File: config.mk
export PLATFORM = sky130hd
export DESIGN_NAME = hid_key_report_tracker_unit
export DESIGN_NICKNAME = d
export VERILOG_FILES = /design/src/hkrt_pkg.sv /design/src/hkrt_decode.sv /design/src/hkrt_report.sv /design/src/hid_key_report_tracker_unit.sv
export VERILOG_INCLUDE_DIRS = /design/src /design/src/src
export SDC_FILE = /design/constraint.sdc
export NUM_CORES = 1
export LEC_CHECK = 0
export BUFFER_PORTS_ARGS = -buffer_cell sky130_fd_sc_hd__buf_2
export CORE_MARGIN = 2
export CORE_UTILIZATION = 56
export CTS_CLUSTER_DIAMETER = 100
export DETAILED_ROUTE_END_ITERATION = 8
export PLACE_DENSITY = 0.74
export RECOVER_POWER = 25
export REMOVE_ABC_BUFFERS = 1
export SLEW_MARGIN = 20
export SYNTH_ARGS = -nofsm -noshare
export SYNTH_HDL_FRONTEND = slang
export SYNTH_SLANG_ARGS = --single-unit
File: constraint.sdc
create_clock -name clk -period 9.2 [get_ports clk]
set_input_delay 0.46 -clock clk [delete_from_list [all_inputs] [get_ports clk]]
set_output_delay 0.46 -clock clk [all_outputs]
set_load 0.005 [all_outputs]
File: src/hid_key_report_tracker_unit_assert.svh
// assertion macros for the key report tracker
// needs nothing else; included by the files that carry concurrent assertions
`ifndef HID_KEY_REPORT_TRACKER_UNIT_ASSERT_SVH
`define HID_KEY_REPORT_TRACKER_UNIT_ASSERT_SVH

`ifndef NO_ASSERTIONS

// same-cycle implication, checked outside reset
`define HKRT_ASSERT_IMP(label, clk, rst_n, ante, cons, msg) \
    label: assert property (@(posedge clk) disable iff (!rst_n) (ante) |-> (cons)) \
        else $error(msg);

// next-cycle implication, checked outside reset
`define HKRT_ASSERT_NXT(label, clk, rst_n, ante, cons, msg) \
    label: assert property (@(posedge clk) disable iff (!rst_n) (ante) |=> (cons)) \
        else $error(msg);

`else

`define HKRT_ASSERT_IMP(label, clk, rst_n, ante, cons, msg)
`define HKRT_ASSERT_NXT(label, clk, rst_n, ante, cons, msg)

`endif

`endif

File: src/hkrt_pkg.sv
// shared types, constants and the ascii-to-usage table of the key report tracker
// no dependencies
`default_nettype none

package hkrt_pkg;

    // number of key slots held in the report
    localparam int KEY_SLOTS = 6;

    // slots shown on the result stream
    localparam int REPORT_SLOTS = 6;

    localparam int KEY_W      = 8;
    localparam int IN_DATA_W  = 8;
    localparam int OUT_DATA_W = KEY_W * (REPORT_SLOTS + 1);

    // key code ranges
    localparam logic [7:0] RAW_BASE   = 8'd136;
    localparam logic [7:0] MOD_BASE   = 8'd128;
    localparam logic [7:0] LSHIFT_BIT = 8'h02;
    localparam logic [7:0] USAGE_MASK = 8'h7F;
    localparam logic [7:0] SHIFT_FLAG = 8'h80;

    // press or release
    typedef enum logic {
        CMD_PRESS   = 1'b0,
        CMD_RELEASE = 1'b1
    } key_cmd_t;

    // decoded key event
    typedef struct packed {
        logic             mapped;
        logic [KEY_W-1:0] usage;
        logic [KEY_W-1:0] mod_mask;
    } key_event_t;

    typedef logic [KEY_SLOTS-1:0][KEY_W-1:0] key_slots_t;

    // ascii to usage, bit 7 asks for left shift, zero means unmapped
    localparam logic [7:0] ASCII_USAGE [128] = '{
        8'h00, 8'h00, 8'h00, 8'h00, 8'h00, 8'h00, 8'h00, 8'h00,
        8'h2a, 8'h2b, 8'h28, 8'h00, 8'h00, 8'h00, 8'h00, 8'h00,
        8'h00, 8'h00, 8'h00, 8'h00, 8'h00, 8'h00, 8'h00, 8'h00,
        8'h00, 8'h00, 8'h00, 8'h00, 8'h00, 8'h00, 8'h00, 8'h00,
        8'h2c, 8'h9e, 8'hb4, 8'ha0, 8'ha1, 8'ha2, 8'ha4, 8'h34,
        8'ha6, 8'ha7, 8'ha5, 8'hae, 8'h36, 8'h2d, 8'h37, 8'h38,
        8'h27, 8'h1e, 8'h1f, 8'h20, 8'h21, 8'h22, 8'h23, 8'h24,
        8'h25, 8'h26, 8'hb3, 8'h33, 8'hb6, 8'h2e, 8'hb7, 8'hb8,
        8'h9f, 8'h84, 8'h85, 8'h86, 8'h87, 8'h88, 8'h89, 8'h8a,
        8'h8b, 8'h8c, 8'h8d, 8'h8e, 8'h8f, 8'h90, 8'h91, 8'h92,
        8'h93, 8'h94, 8'h95, 8'h96, 8'h97, 8'h98, 8'h99, 8'h9a,
        8'h9b, 8'h9c, 8'h9d, 8'h2f, 8'h31, 8'h30, 8'ha3, 8'had,
        8'h35, 8'h04, 8'h05, 8'h06, 8'h07, 8'h08, 8'h09, 8'h0a,
        8'h0b, 8'h0c, 8'h0d, 8'h0e, 8'h0f, 8'h10, 8'h11, 8'h12,
        8'h13, 8'h14, 8'h15, 8'h16, 8'h17, 8'h18, 8'h19, 8'h1a,
        8'h1b, 8'h1c, 8'h1d, 8'haf, 8'he4, 8'hb0, 8'hb2, 8'h00
    };

endpackage

`default_nettype wire

File: src/hkrt_decode.sv
// key code decoder: raw usage, modifier bit or ascii lookup
// depends on hkrt_pkg
`default_nettype none

module hkrt_decode
    import hkrt_pkg::*;
(
    input  wire logic [KEY_W-1:0] key_code,
    output key_event_t            key_event
);

    logic [7:0] table_entry;

    assign table_entry = ASCII_USAGE[key_code[6:0]];

    // classify the code and derive usage and modifier mask
    always_comb
    begin
        key_event.mapped   = 1'b1;
        key_event.usage    = '0;
        key_event.mod_mask = '0;
        if (key_code >= RAW_BASE)
        begin
            key_event.usage = key_code - RAW_BASE;
        end
        else if (key_code >= MOD_BASE)
        begin
            key_event.mod_mask = 8'h01 << key_code[2:0];
        end
        else if (table_entry == 8'h00)
        begin
            key_event.mapped = 1'b0;
        end
        else
        begin
            if ((table_entry & SHIFT_FLAG) != 8'h00)
            begin
                key_event.mod_mask = LSHIFT_BIT;
            end
            key_event.usage = table_entry & USAGE_MASK;
        end
    end

endmodule

`default_nettype wire

File: src/hkrt_report.sv
// report state: modifier byte and key slots, updated once per committed event
// depends on hkrt_pkg
`default_nettype none

module hkrt_report
    import hkrt_pkg::*;
(
    input  wire logic             clk,
    input  wire logic             rst_n,
    input  wire logic             commit,
    input  wire key_cmd_t         cmd,
    input  wire key_event_t       key_event,
    output logic                  accepted,
    output logic [KEY_W-1:0]      mods_cur,
    output key_slots_t            keys_cur,
    output logic [KEY_W-1:0]      mods_next,
    output key_slots_t            keys_next
);

    logic [KEY_W-1:0] mods_reg;
    key_slots_t       keys_reg;
    logic             present;
    logic             taken;
    key_slots_t       keys_press;
    key_slots_t       keys_release;

    // look for the usage and for the first empty slot
    always_comb
    begin
        present    = 1'b0;
        taken      = 1'b0;
        keys_press = keys_reg;
        for (int i = 0; i < KEY_SLOTS; i++)
        begin
            if (keys_reg[i] == key_event.usage)
            begin
                present = 1'b1;
            end
        end
        for (int i = 0; i < KEY_SLOTS; i++)
        begin
            if (!taken && keys_reg[i] == '0)
            begin
                taken = 1'b1;
                if (!present)
                begin
                    keys_press[i] = key_event.usage;
                end
            end
        end
    end

    // clear every slot holding the event's usage, if that usage is nonzero
    always_comb
    begin
        keys_release = keys_reg;
        for (int i = 0; i < KEY_SLOTS; i++)
        begin
            if (key_event.usage != '0 && keys_reg[i] == key_event.usage)
            begin
                keys_release[i] = '0;
            end
        end
    end

    // pick the report after this event
    always_comb
    begin
        accepted  = 1'b0;
        mods_next = mods_reg;
        keys_next = keys_reg;
        if (key_event.mapped)
        begin
            case (cmd)
                CMD_PRESS:
                begin
                    mods_next = mods_reg | key_event.mod_mask;
                    keys_next = keys_press;
                    accepted  = present || taken;
                end
                CMD_RELEASE:
                begin
                    mods_next = mods_reg & ~key_event.mod_mask;
                    keys_next = keys_release;
                    accepted  = 1'b1;
                end
                default:
                begin
                    accepted = 1'b0;
                end
            endcase
        end
    end

    // report registers
    always_ff @(posedge clk or negedge rst_n)
    begin
        if (!rst_n)
        begin
            mods_reg <= '0;
            keys_reg <= '0;
        end
        else if (commit)
        begin
            mods_reg <= mods_next;
            keys_reg <= keys_next;
        end
    end

    assign mods_cur = mods_reg;
    assign keys_cur = keys_reg;

endmodule

`default_nettype wire

File: src/hid_key_report_tracker_unit.sv
// keyboard report tracker top level: input register, decoder, report, result register
// depends on hkrt_pkg, hkrt_decode, hkrt_report and the assertion macro header
//
// Usage:
// - s_axis carries one key event per transfer: tuser is the command (press or
//   release), tdata the key code (ascii, modifier code or raw usage plus 136).
// - m_axis returns one result per event: tuser is the accepted flag, tdata the
//   whole report after the event (modifier byte then six key slots).
// - an event is registered on input, then decoded and applied to the report
//   as it moves into the result register, from which the result is taken.
// - throughput is one event per cycle while the receiver keeps up; the report
//   update is a single pass of slot compares and a first-empty search between
//   the input and result registers.
// - when the receiver stalls, the result register holds and one more event is
//   taken into the input register; then s_axis_tready drops until the result
//   is taken.
// - reset empties both registers and clears the report (no modifiers, all
//   slots empty).
`default_nettype none

`include "hid_key_report_tracker_unit_assert.svh"

module hid_key_report_tracker_unit
    import hkrt_pkg::*;
(
    input  wire logic                  clk,
    input  wire logic                  rst_n,
    input  wire logic                  s_axis_tvalid,
    output logic                       s_axis_tready,
    input  wire logic [IN_DATA_W-1:0]  s_axis_tdata,   // key_code
    input  wire logic                  s_axis_tuser,   // cmd
    output logic                       m_axis_tvalid,
    input  wire logic                  m_axis_tready,
    output logic [OUT_DATA_W-1:0]      m_axis_tdata,   // modifier_bits, slot_zero .. slot_five
    output logic                       m_axis_tuser    // accepted
);

    logic                   in_valid_reg;
    logic                   in_valid_next;
    key_cmd_t               in_cmd_reg;
    logic [KEY_W-1:0]       in_code_reg;
    logic                   out_valid_reg;
    logic                   out_valid_next;
    logic [OUT_DATA_W-1:0]  out_data_reg;
    logic [OUT_DATA_W-1:0]  out_data_next;
    logic                   out_acc_reg;
    logic                   advance;
    logic                   commit;
    logic                   s_xfer;
    logic                   m_xfer;
    key_event_t             key_event;
    logic                   accepted;
    logic [KEY_W-1:0]       mods_cur;
    key_slots_t             keys_cur;
    logic [KEY_W-1:0]       mods_next;
    key_slots_t             keys_next;

    // handshake control
    assign advance       = !out_valid_reg || m_axis_tready;
    assign commit        = in_valid_reg && advance;
    assign s_axis_tready = !in_valid_reg || advance;
    assign s_xfer        = s_axis_tvalid && s_axis_tready;
    assign m_xfer        = out_valid_reg && m_axis_tready;

    assign in_valid_next  = s_xfer ? 1'b1 : (commit ? 1'b0 : in_valid_reg);
    assign out_valid_next = commit ? 1'b1 : (m_xfer ? 1'b0 : out_valid_reg);

    // valid flags
    always_ff @(posedge clk or negedge rst_n)
    begin
        if (!rst_n)
        begin
            in_valid_reg  <= 1'b0;
            out_valid_reg <= 1'b0;
        end
        else
        begin
            in_valid_reg  <= in_valid_next;
            out_valid_reg <= out_valid_next;
        end
    end

    // input payload
    always_ff @(posedge clk)
    begin
        if (s_xfer)
        begin
            in_cmd_reg  <= key_cmd_t'(s_axis_tuser);
            in_code_reg <= s_axis_tdata;
        end
    end

    hkrt_decode u_decode (
        .key_code  (in_code_reg),
        .key_event (key_event)
    );

    hkrt_report u_report (
        .clk       (clk),
        .rst_n     (rst_n),
        .commit    (commit),
        .cmd       (in_cmd_reg),
        .key_event (key_event),
        .accepted  (accepted),
        .mods_cur  (mods_cur),
        .keys_cur  (keys_cur),
        .mods_next (mods_next),
        .keys_next (keys_next)
    );

    // pack the report, slots beyond the held count read empty
    assign out_data_next[KEY_W-1:0] = mods_next;
    for (genvar j = 0; j < REPORT_SLOTS; j++)
    begin : g_slot
        if (j < KEY_SLOTS)
        begin : g_held
            assign out_data_next[KEY_W*(j+2)-1 -: KEY_W] = keys_next[j];
        end
        else
        begin : g_empty
            assign out_data_next[KEY_W*(j+2)-1 -: KEY_W] = '0;
        end
    end

    // result payload
    always_ff @(posedge clk)
    begin
        if (commit)
        begin
            out_data_reg <= out_data_next;
            out_acc_reg  <= accepted;
        end
    end

    assign m_axis_tvalid = out_valid_reg;
    assign m_axis_tdata  = out_data_reg;
    assign m_axis_tuser  = out_acc_reg;

    // checks
    `HKRT_ASSERT_NXT(a_in_held, clk, rst_n, in_valid_reg && !advance, in_valid_reg,
        "pending key event dropped while result stalled")
    `HKRT_ASSERT_IMP(a_no_overrun, clk, rst_n, in_valid_reg && out_valid_reg && !m_axis_tready,
        !s_axis_tready, "input taken while both stages are full")
    `HKRT_ASSERT_IMP(a_unmapped_keeps, clk, rst_n, commit && !key_event.mapped,
        !accepted && mods_next == mods_cur && keys_next == keys_cur,
        "unmapped key changed the report")
    `HKRT_ASSERT_NXT(a_result_follows, clk, rst_n, commit,
        out_valid_reg && out_acc_reg == $past(accepted),
        "committed event did not reach the result register")

endmodule

`default_nettype wire
==> flow_metrics.py, run 1 <==
metrics = {
    "run_status": {
        "run_status": "complete, but fails checks",
        "failed_checks": "max-capacitance violations, max-slew violations",
    },
    "sta": {
        "timing.final.crit_period_ps": 5230,
        "worst_slew_pin_slew_ps": 3290,
        "final_min_period_over_clock_period_pct": 56.9,
        "timing.hold.ws_ps": 214,
        "setup-violations-final": 0,
        "rsz0062_at_grt": "no",
        "slew_headroom_pct": -119,
        "fin_skew_ps": 7.70,
        "clock.fmax_ghz": 0.191,
        "fin_tns_setup_ps": 0,
        "slew_viol_final": 59,
        "finalHoldViolCount": 0,
    },
    "yosys": {
        "async_reset_ff_share_pct": 46.8,
        "post_synthesis_cell_type_count": 89,
        "post_synth_instance_area_um2": 7640,
        "synthDominantAreaCellType": "edfxtp_1",
        "synthFlopType": "edfxtp_1",
        "ys.warnings.count": 0,
        "ff_latch_count_synth": 124,
        "synthTopCellsByArea": "edfxtp_1 (26%), dfrtp_1 (19%), a32o_1 (7.6%)",
        "synth-edff-count": 66,
        "syn_area_per_cell_um2": 10.6,
        "netlist_instances": 721,
        "synth_largest_type_area_fraction_pct": 25.9,
        "synth_seq_area_share_pct": 44.9,
    },
    "grt": {
        "number_of_global_route_vias_before_repair": 6354,
        "track_usage_pct": 31.7,
        "overflow": 0,
        "grt_pass1_wl_um": 35300,
        "grt_start_max_net_pins": 71,
        "grt_antenna_before_repair": 0,
    },
    "clocking": {
        "cts_setup_buffers": 0,
        "clock_slew_seen_by_the_registers_of_the_worst_setup_and_hold_paths_ps": 60,
        "clock_sink_count": 124,
        "htree_levels": 4,
        "clk_root_buffer_cell": "clkbuf_16",
        "clk_path_buf_depth": 2,
        "cts_resized": 0,
        "cts_inserted_buffers": 17,
        "post_cts_hold_buffer_count": 0,
        "insertion_delay_ps": 420,
        "cts_tree": "built",
    },
    "setup_path": {
        "timing.critical_path.max_delay_family": "simple AND/OR/NAND/NOR gates",
        "timing.critical_path.slowest_cell_delay_ps": 1010,
        "worstSetupStartpointType": "flop",
        "path_max_fanout": 28,
        "required_ps": 9550,
        "arrival_ps": 5580,
        "crit_path_end_kind": "flop",
        "worstPathCellList": "nor3b_1 -> nand4_1 -> and3_1 -> nand2_1 -> xnor2_1 -> and4_4 -> or4_4 -> nor3_4 -> a32o_1",
        "slowest_library_cell_on_the_worst_path": "edfxtp_1",
        "critical_path.n_buffers_inverters": 0,
        "timing.setup.critical_path_class": "flop to flop",
    },
    "finish": {
        "most-common-layout-cells": "nand2_1 (83), buf_2 (69), edfxtp_1 (66)",
        "mostFrequentLayoutCell": "nand2_1",
        "final_layout_size_suffix_gt1_share_pct": 19.3,
        "stdcell_count": 963,
        "area_growth_syn_to_layout_pct": 13.2,
        "largest_reg_flops": 56,
        "finish.net_count": 797,
        "antennaDiodeCount": 0,
    },
    "power_and_ir_drop": {
        "internal-power_w": 0.00156,
        "power_density_nw_per_um2": 279,
        "seq_power_share_pct": 40.1,
        "worst_ir_drop_vdd_mv": 0.174,
        "comb_power_share_pct": 31.7,
        "power_switching_share_pct": 35.5,
        "switchingPower_w": 0.000856,
        "leakagePower_nw": 3.42,
        "power.share.clock_pct": 28.2,
    },
    "floorplanning": {
        "starting_density_of_the_core_pct": 57.5,
        "rows": 42,
        "die_height_um": 121,
        "die_w_um": 121,
        "design.core.area_um2": 13300,
        "io-pin-count": 72,
        "die_area_um2": 14600,
    },
    "detailed_routing": {
        "detail_route.wirelength_um": 22600,
        "initialDrtViolationCount": 783,
        "drtPass1Iterations": 5,
        "dr_total_vias": 6717,
        "ant_nets": 0,
        "post_drt_via_cell_ratio": 6.98,
        "drcViolationCount": 0,
        "routed_wire_length_per_instance_um": 23.5,
    },
    "place": {
        "finalWeightedCongestion": 0.957,
        "io_buffers": 71,
        "placed_cells": 930,
        "dp_hpwl_um": 14600,
    },
    "worst_hold_path": {
        "worstHoldPathType": "input pin to flop",
    },
    "flow_run": {
        "drv_cap": 1,
    },
}
==> metal layers <==
metal  routed length (um)  GRT usage, %
met1                 9340          44.7
met2                10400          46.8
met3                 2250          7.22
met4                  620          13.8
met5                    0             0
==> kinds of logic after synthesis <==
family | synth area share, %
simple gates | 20.8
buf+inv | 4.19
xor+xnor | 3.44
fa+ha+maj | 1.64
mux | 2.37
compound gates | 22.7
flops | 44.9
==> power by group through the flow <==
stage / clock [W] / combinational [W] / sequential, W
final: 0.000680 / 0.000766 / 0.000968
after global routing: 0.000714 / 0.000826 / 0.000989
after CTS: 0.000687 / 0.000750 / 0.000963
after detailed placement: 0 / 0.000739 / 0.000970
after global placement: 0 / 0.000715 / 0.000961
after floorplan: 0 / 0.000509 / 0.000931
==> metrics by stage <==
stage	instance area [um^2]	util (%)	worst slack [ps]	power [W]
after floorplan	7380	-	4680	0.00144
after global placement	8050	60.5	4100	0.00168
after detailed placement	8050	60.5	3970	0.00171
after CTS	8640	65.0	3920	0.00240
after global routing	8660	65.1	3820	0.00253
final	8660	65.1	3970	0.00241
==> synth_stat cells, types with 12 or more instances <==
cell type	number
dfrtp_1	58
clkbuf_1	23
edfxtp_1	66
inv_1	14
xnor2_1	15
and2_1	15
a22o_1	17
a21oi_1	12
a32o_1	58
o21ai_0	24
buf_2	13
nand3_1	25
nor2_1	29
nand2b_1	16
nand2_1	83
nand4_1	13
nor3_1	19
nor2b_1	13
xor2_1	15
==> cell type report <==
class | count | area (um^2)
Timing Repair Buffer | 82 | 439
Tap cell | 176 | 220
Inverter | 15 | 56.3
Sequential cell | 124 | 3430
Fill cell | 1058 | 4640
Clock inverter | 14 | 166
Multi-Input combinational cell | 534 | 3910
Clock buffer | 18 | 429
==> final timing paths <==
path / from / to / slack [ps] / cells after the start
worst max-delay path: in_code_reg[5] / u_report.keys_cur[30] / 3970 / 9
worst min-delay path: s_axis_tdata[7] / in_code_reg[7] / 210 / 1
worst max register to register: in_code_reg[5] / u_report.keys_cur[30] / 3970 / 9
worst min register to register: in_valid_reg / m_axis_tvalid / 510 / 1
max in group asynchronous: rst_n / u_report.mods_cur[2] / 6070 / 2
min in group asynchronous: rst_n / in_valid_reg / 1230 / 2
(Power assumes the default switching activity.)
==> inputs of run 2 (changes only) <==
==> constraint.sdc (replaced) <==
create_clock -name clk -period 4.93 [get_ports clk]
set_input_delay 0.2465 -clock clk [delete_from_list [all_inputs] [get_ports clk]]
set_output_delay 0.2465 -clock clk [all_outputs]
set_load 0.005 [all_outputs]
==> run 2 against run 1 <==
Against the previous run:
- sequential share of layout area fell by 1.3 points
- cell count grew 4.5%
- non-clock buffer count is 43 higher
- utilization up 2.2 points
- combinational power up 97%
- sequential power grew 86%
- maximum frequency up 13%
- routed wire length is 6.3% higher
- critical path type unchanged
- power increased by 86%
- the run still ends with max-capacitance violations, max-slew violations left
==> flow_metrics.py, run 2 (synthesized netlist as in run 1, its figures left out) <==
metrics = {
    "run_status": {
        "run_status": "complete, but fails checks",
        "failed_checks": "max-capacitance violations, max-slew violations",
    },
    "sta": {
        "worst_slew_pin_slew_ps": 3340,
        "fin_tns_setup_ps": 0,
        "setup-violations-final": 0,
        "clock.fmax_ghz": 0.216,
        "slew_headroom_pct": -123,
        "timing.final.crit_period_ps": 4640,
        "final_min_period_over_clock_period_pct": 94.1,
        "finalHoldViolCount": 0,
        "slew_viol_final": 59,
        "rsz0062_at_grt": "no",
        "fin_skew_ps": 12.0,
    },
    "grt": {
        "grt_antenna_before_repair": 0,
        "grt_pass1_wl_um": 37600,
        "overflow": 0,
        "grt_start_max_net_pins": 59,
        "track_usage_pct": 34.1,
        "number_of_global_route_vias_before_repair": 6725,
    },
    "floorplanning": {
        "io-pin-count": 72,
        "rows": 42,
        "starting_density_of_the_core_pct": 57.5,
        "die_area_um2": 14600,
        "die_w_um": 121,
        "die_height_um": 121,
        "design.core.area_um2": 13300,
    },
    "setup_path": {
        "arrival_ps": 4880,
        "crit_path_end_kind": "flop",
        "required_ps": 5170,
        "path_max_fanout": 13,
        "worstSetupStartpointType": "flop",
        "timing.setup.critical_path_class": "flop to flop",
    },
    "detailed_routing": {
        "drcViolationCount": 0,
        "ant_nets": 0,
        "dr_total_vias": 6959,
        "drtPass1Iterations": 5,
        "post_drt_via_cell_ratio": 6.92,
        "detail_route.wirelength_um": 24000,
        "initialDrtViolationCount": 963,
        "routed_wire_length_per_instance_um": 23.9,
    },
    "clocking": {
        "clock_slew_seen_by_the_registers_of_the_worst_setup_and_hold_paths_ps": 60,
        "clk_root_buffer_cell": "clkbuf_16",
        "cts_setup_buffers": 0,
        "cts_tree": "built",
        "insertion_delay_ps": 430,
        "clock_sink_count": 124,
        "clk_path_buf_depth": 2,
        "htree_levels": 4,
        "cts_inserted_buffers": 17,
    },
    "finish": {
        "area_growth_syn_to_layout_pct": 17.1,
        "final_layout_size_suffix_gt1_share_pct": 22.5,
        "finish.net_count": 840,
        "most-common-layout-cells": "nand2_1 (83), buf_2 (71), edfxtp_1 (66)",
        "antennaDiodeCount": 0,
        "mostFrequentLayoutCell": "nand2_1",
        "largest_reg_flops": 56,
    },
    "power_and_ir_drop": {
        "totalPowerFinal_w": 0.00448,
        "power_density_nw_per_um2": 501,
        "leakagePower_nw": 3.60,
        "worst_ir_drop_vdd_mv": 0.372,
    },
    "place": {
        "io_buffers": 71,
        "dp_hpwl_um": 16500,
        "finalWeightedCongestion": 0.951,
    },
    "flow_run": {
        "drv_cap": 1,
    },
    "worst_hold_path": {
        "worstHoldPathType": "input pin to flop",
    },
}
run 2: power by group:
part | switching (W) | internal (W) | total, W
Sequential | 0.000321 | 0.00148 | 0.00180
Combinational | 0.000835 | 0.000679 | 0.00151
Clock | 0.000468 | 0.000702 | 0.00117
Total | 0.00162 | 0.00286 | 0.00448
run 2: final timing paths:
check / start / to / slack, ps / cells after the start
worst max-delay path: in_code_reg[1] / m_axis_tdata[24] / 290 / 11
worst min-delay path: s_axis_tvalid / in_valid_reg / 20 / 2
worst max register to register: in_code_reg[1] / m_axis_tdata[24] / 290 / 11
worst min register to register: in_valid_reg / m_axis_tvalid / 490 / 1
max in group asynchronous: rst_n / u_report.mods_cur[5] / 1960 / 2
min in group asynchronous: rst_n / in_valid_reg / 1010 / 2
run 2: final cells by class:
| class | instances | area (um^2) |
|---|---|---|
| Sequential cell | 124 | 3430 |
| Fill cell | 1020 | 4340 |
| Tap cell | 176 | 220 |
| Clock buffer | 21 | 450 |
| Timing Repair Buffer | 125 | 792 |
| Inverter | 15 | 56.3 |
| Multi-Input combinational cell | 534 | 3900 |
| Clock inverter | 11 | 96.3 |
run 2: what timing repair did:
| action | CTS | global route |
|---|---|---|
| hold endpoints to repair | 8 | 1 |
| resized for setup | 0 | 1 |
| hold buffers | 8 | 1 |
| endpoints found under the setup margin | 0 | 10 |
run 2: critical path, stage by stage (launching register included):
cell and delay (ps):
edfxtp_1 500, inv_1 240, ha_1 420, nor2_1 100, a2111oi_0 390, a311o_1 260
a21o_1 530, xor2_1 240, and4b_4 250, or4_4 570, or4_4 640, o31ai_1 320
run 2: layer usage:
layer	wire length (um)	up-vias	track usage, %
met5	0	-	0
li1	-	3027	-
met2	10700	462	50.7
met1	9710	3385	46.7
met3	2560	85	8.92
met4	1050	0	16.1
run 2: stage by stage:
stage | setup slack (ps) | hold slack (ps) | cell area [um^2] | util [%] | std cells
3_3_place_gp | 417 | 424 | 8310 | 62.5 | 965
6_report | 290 | 23.8 | 8950 | 67.3 | 1006
4_1_cts | 226 | 0.789 | 8930 | 67.2 | 1005
2_1_floorplan | 409 | -49.1 | 7380 | - | 673
3_5_place_dp | 250 | 425 | 8310 | 62.5 | 965
5_1_grt | 66.7 | 30.4 | 8950 | 67.3 | 1006
==> inputs of run 3 (changes only) <==
==> constraint.sdc (replaced) <==
create_clock -name clk -period 5.64 [get_ports clk]
set_input_delay 0.282 -clock clk [delete_from_list [all_inputs] [get_ports clk]]
set_output_delay 0.282 -clock clk [all_outputs]
set_load 0.005 [all_outputs]
==> run 3 against run 2 <==
Against the previous run:
- the flow still finishes with violations (max-capacitance violations, max-slew violations)
- register-to-register slack improved by 430 ps
- global-route usage decreased by 2.3 points
- die area unchanged
- clock-buffer cell count unchanged
- cell count decreased by 2.8%
- critical path depth decreased by 1
- largest cell class unchanged
==> flow_metrics.py, run 3 (synthesized netlist as in run 1, its figures left out) <==
metrics = {
    "sta": {
        "timing.hold.ws_ps": 32.4,
        "timing.final.crit_period_ps": 4920,
        "finalHoldViolCount": 0,
        "setup-violations-final": 0,
        "fin_tns_setup_ps": 0,
        "final_min_period_over_clock_period_pct": 87.2,
        "worst_slew_pin_slew_ps": 3440,
        "clock.fmax_ghz": 0.203,
        "slew_headroom_pct": -129,
        "fin_skew_ps": 18.5,
        "slew_viol_final": 59,
        "rsz0062_at_grt": "no",
    },
    "worst_hold_path": {
        "worstHoldPathType": "input pin to flop",
        "min-delay-start": "s_axis_tdata[3]",
    },
    "power_and_ir_drop": {
        "worst_ir_drop_vdd_mv": 0.292,
        "leakagePower_nw": 3.49,
        "power_density_nw_per_um2": 453,
    },
    "finish": {
        "area_growth_syn_to_layout_pct": 14.6,
        "largest_reg_flops": 56,
        "stdcell_count": 978,
        "mostFrequentLayoutCell": "nand2_1",
        "final_layout_size_suffix_gt1_share_pct": 20.6,
        "antennaDiodeCount": 0,
        "layout.core_utilization_pct": 65.9,
        "fillers": 998,
        "most-common-layout-cells": "nand2_1 (83), buf_2 (67), edfxtp_1 (66)",
        "finish.net_count": 812,
        "final_cell_area_um2": 8760,
    },
    "run_status": {
        "failed_checks": "max-capacitance violations, max-slew violations",
        "run_status": "complete, but fails checks",
    },
    "grt": {
        "track_usage_pct": 31.9,
        "number_of_global_route_vias_before_repair": 6328,
        "grt_antenna_before_repair": 0,
        "overflow": 0,
        "grt_pass1_wl_um": 35200,
        "grt_start_max_net_pins": 71,
    },
    "detailed_routing": {
        "drtPass1Iterations": 5,
        "ant_nets": 0,
        "routed_wire_length_per_instance_um": 23.3,
        "drcViolationCount": 0,
        "detail_route.wirelength_um": 22800,
        "post_drt_via_cell_ratio": 6.95,
        "dr_total_vias": 6794,
        "initialDrtViolationCount": 736,
    },
    "place": {
        "finalWeightedCongestion": 0.983,
        "io_buffers": 71,
        "dp_hpwl_um": 15500,
        "dpl-instance-area_um2": 8160,
        "placed_cells": 946,
    },
    "setup_path": {
        "arrival_ps": 5200,
        "crit_path_end_kind": "flop",
        "path_max_fanout": 28,
        "r2r_start": "in_code_reg[2]",
        "worst_setup_path_startpoint": "in_code_reg[2]",
        "worstSetupStartpointType": "flop",
        "required_ps": 5920,
        "timing.setup.critical_path_class": "flop to flop",
    },
    "clocking": {
        "cts_inserted_buffers": 17,
        "post_cts_hold_buffer_count": 0,
        "clk_path_buf_depth": 2,
        "cts_tree": "built",
        "cts_setup_buffers": 0,
        "htree_levels": 4,
        "cts_resized": 0,
        "insertion_delay_ps": 420,
        "clk_root_buffer_cell": "clkbuf_16",
        "clock_slew_seen_by_the_registers_of_the_worst_setup_and_hold_paths_ps": 50,
        "clock_sink_count": 124,
    },
    "floorplanning": {
        "starting_density_of_the_core_pct": 57.5,
        "io-pin-count": 72,
        "die_height_um": 121,
        "die_area_um2": 14600,
        "die_w_um": 121,
        "rows": 42,
        "design.core.area_um2": 13300,
    },
    "flow_run": {
        "drv_cap": 1,
    },
}
## run 3: layout make-up
type	instances	area, um^2	area share (%)
Timing Repair Buffer	97	554	6.33
Tap cell	176	220	2.51
Sequential cell	124	3430	39.2
Inverter	15	56.3	0.643
Clock inverter	11	143	1.63
Multi-Input combinational cell	534	3890	44.4
Clock buffer	21	460	5.26
## run 3: where the power goes
group          internal [W]  switching [W]
Clock              0.000715       0.000394
Combinational      0.000567       0.000702
Sequential          0.00129       0.000295
## run 3: metal layers
layer | GRT usage, % | part of all wire, %
met5 | 0 | 0
met4 | 16.4 | 3.9
met3 | 7.88 | 11
met2 | 47.6 | 46
met1 | 43.0 | 40
## run 3: worst paths after layout
| path | endpoint | slack [ps] | depth (start not counted) |
|---|---|---|---|
| worst max-delay path | m_axis_tdata[10] | 720 | 10 |
| worst min-delay path | in_code_reg[3] | 30 | 1 |
| worst max register to register | m_axis_tdata[10] | 720 | 10 |
| worst min register to register | m_axis_tvalid | 500 | 1 |
| max in group asynchronous | u_report.keys_cur[30] | 2550 | 2 |
| min in group asynchronous | in_valid_reg | 1100 | 2 |
## run 3: stage by stage
| stage | power, W | setup WS (ps) |
|---|---|---|
| after floorplan | 0.00235 | 1120 |
| after global placement | 0.00277 | 1040 |
| after detailed placement | 0.00281 | 853 |
| after CTS | 0.00394 | 824 |
| after global routing | 0.00415 | 430 |
| final | 0.00396 | 724 |
## run 3: critical path: stages (launching register included)
cell and delay (ps):
edfxtp_1 970, and3b_1 260, a2111oi_0 360, a311o_1 260
a21o_1 660, xor2_1 250, and4b_4 260, or4_4 560
nor4_2 690, buf_4 300, a32o_1 200
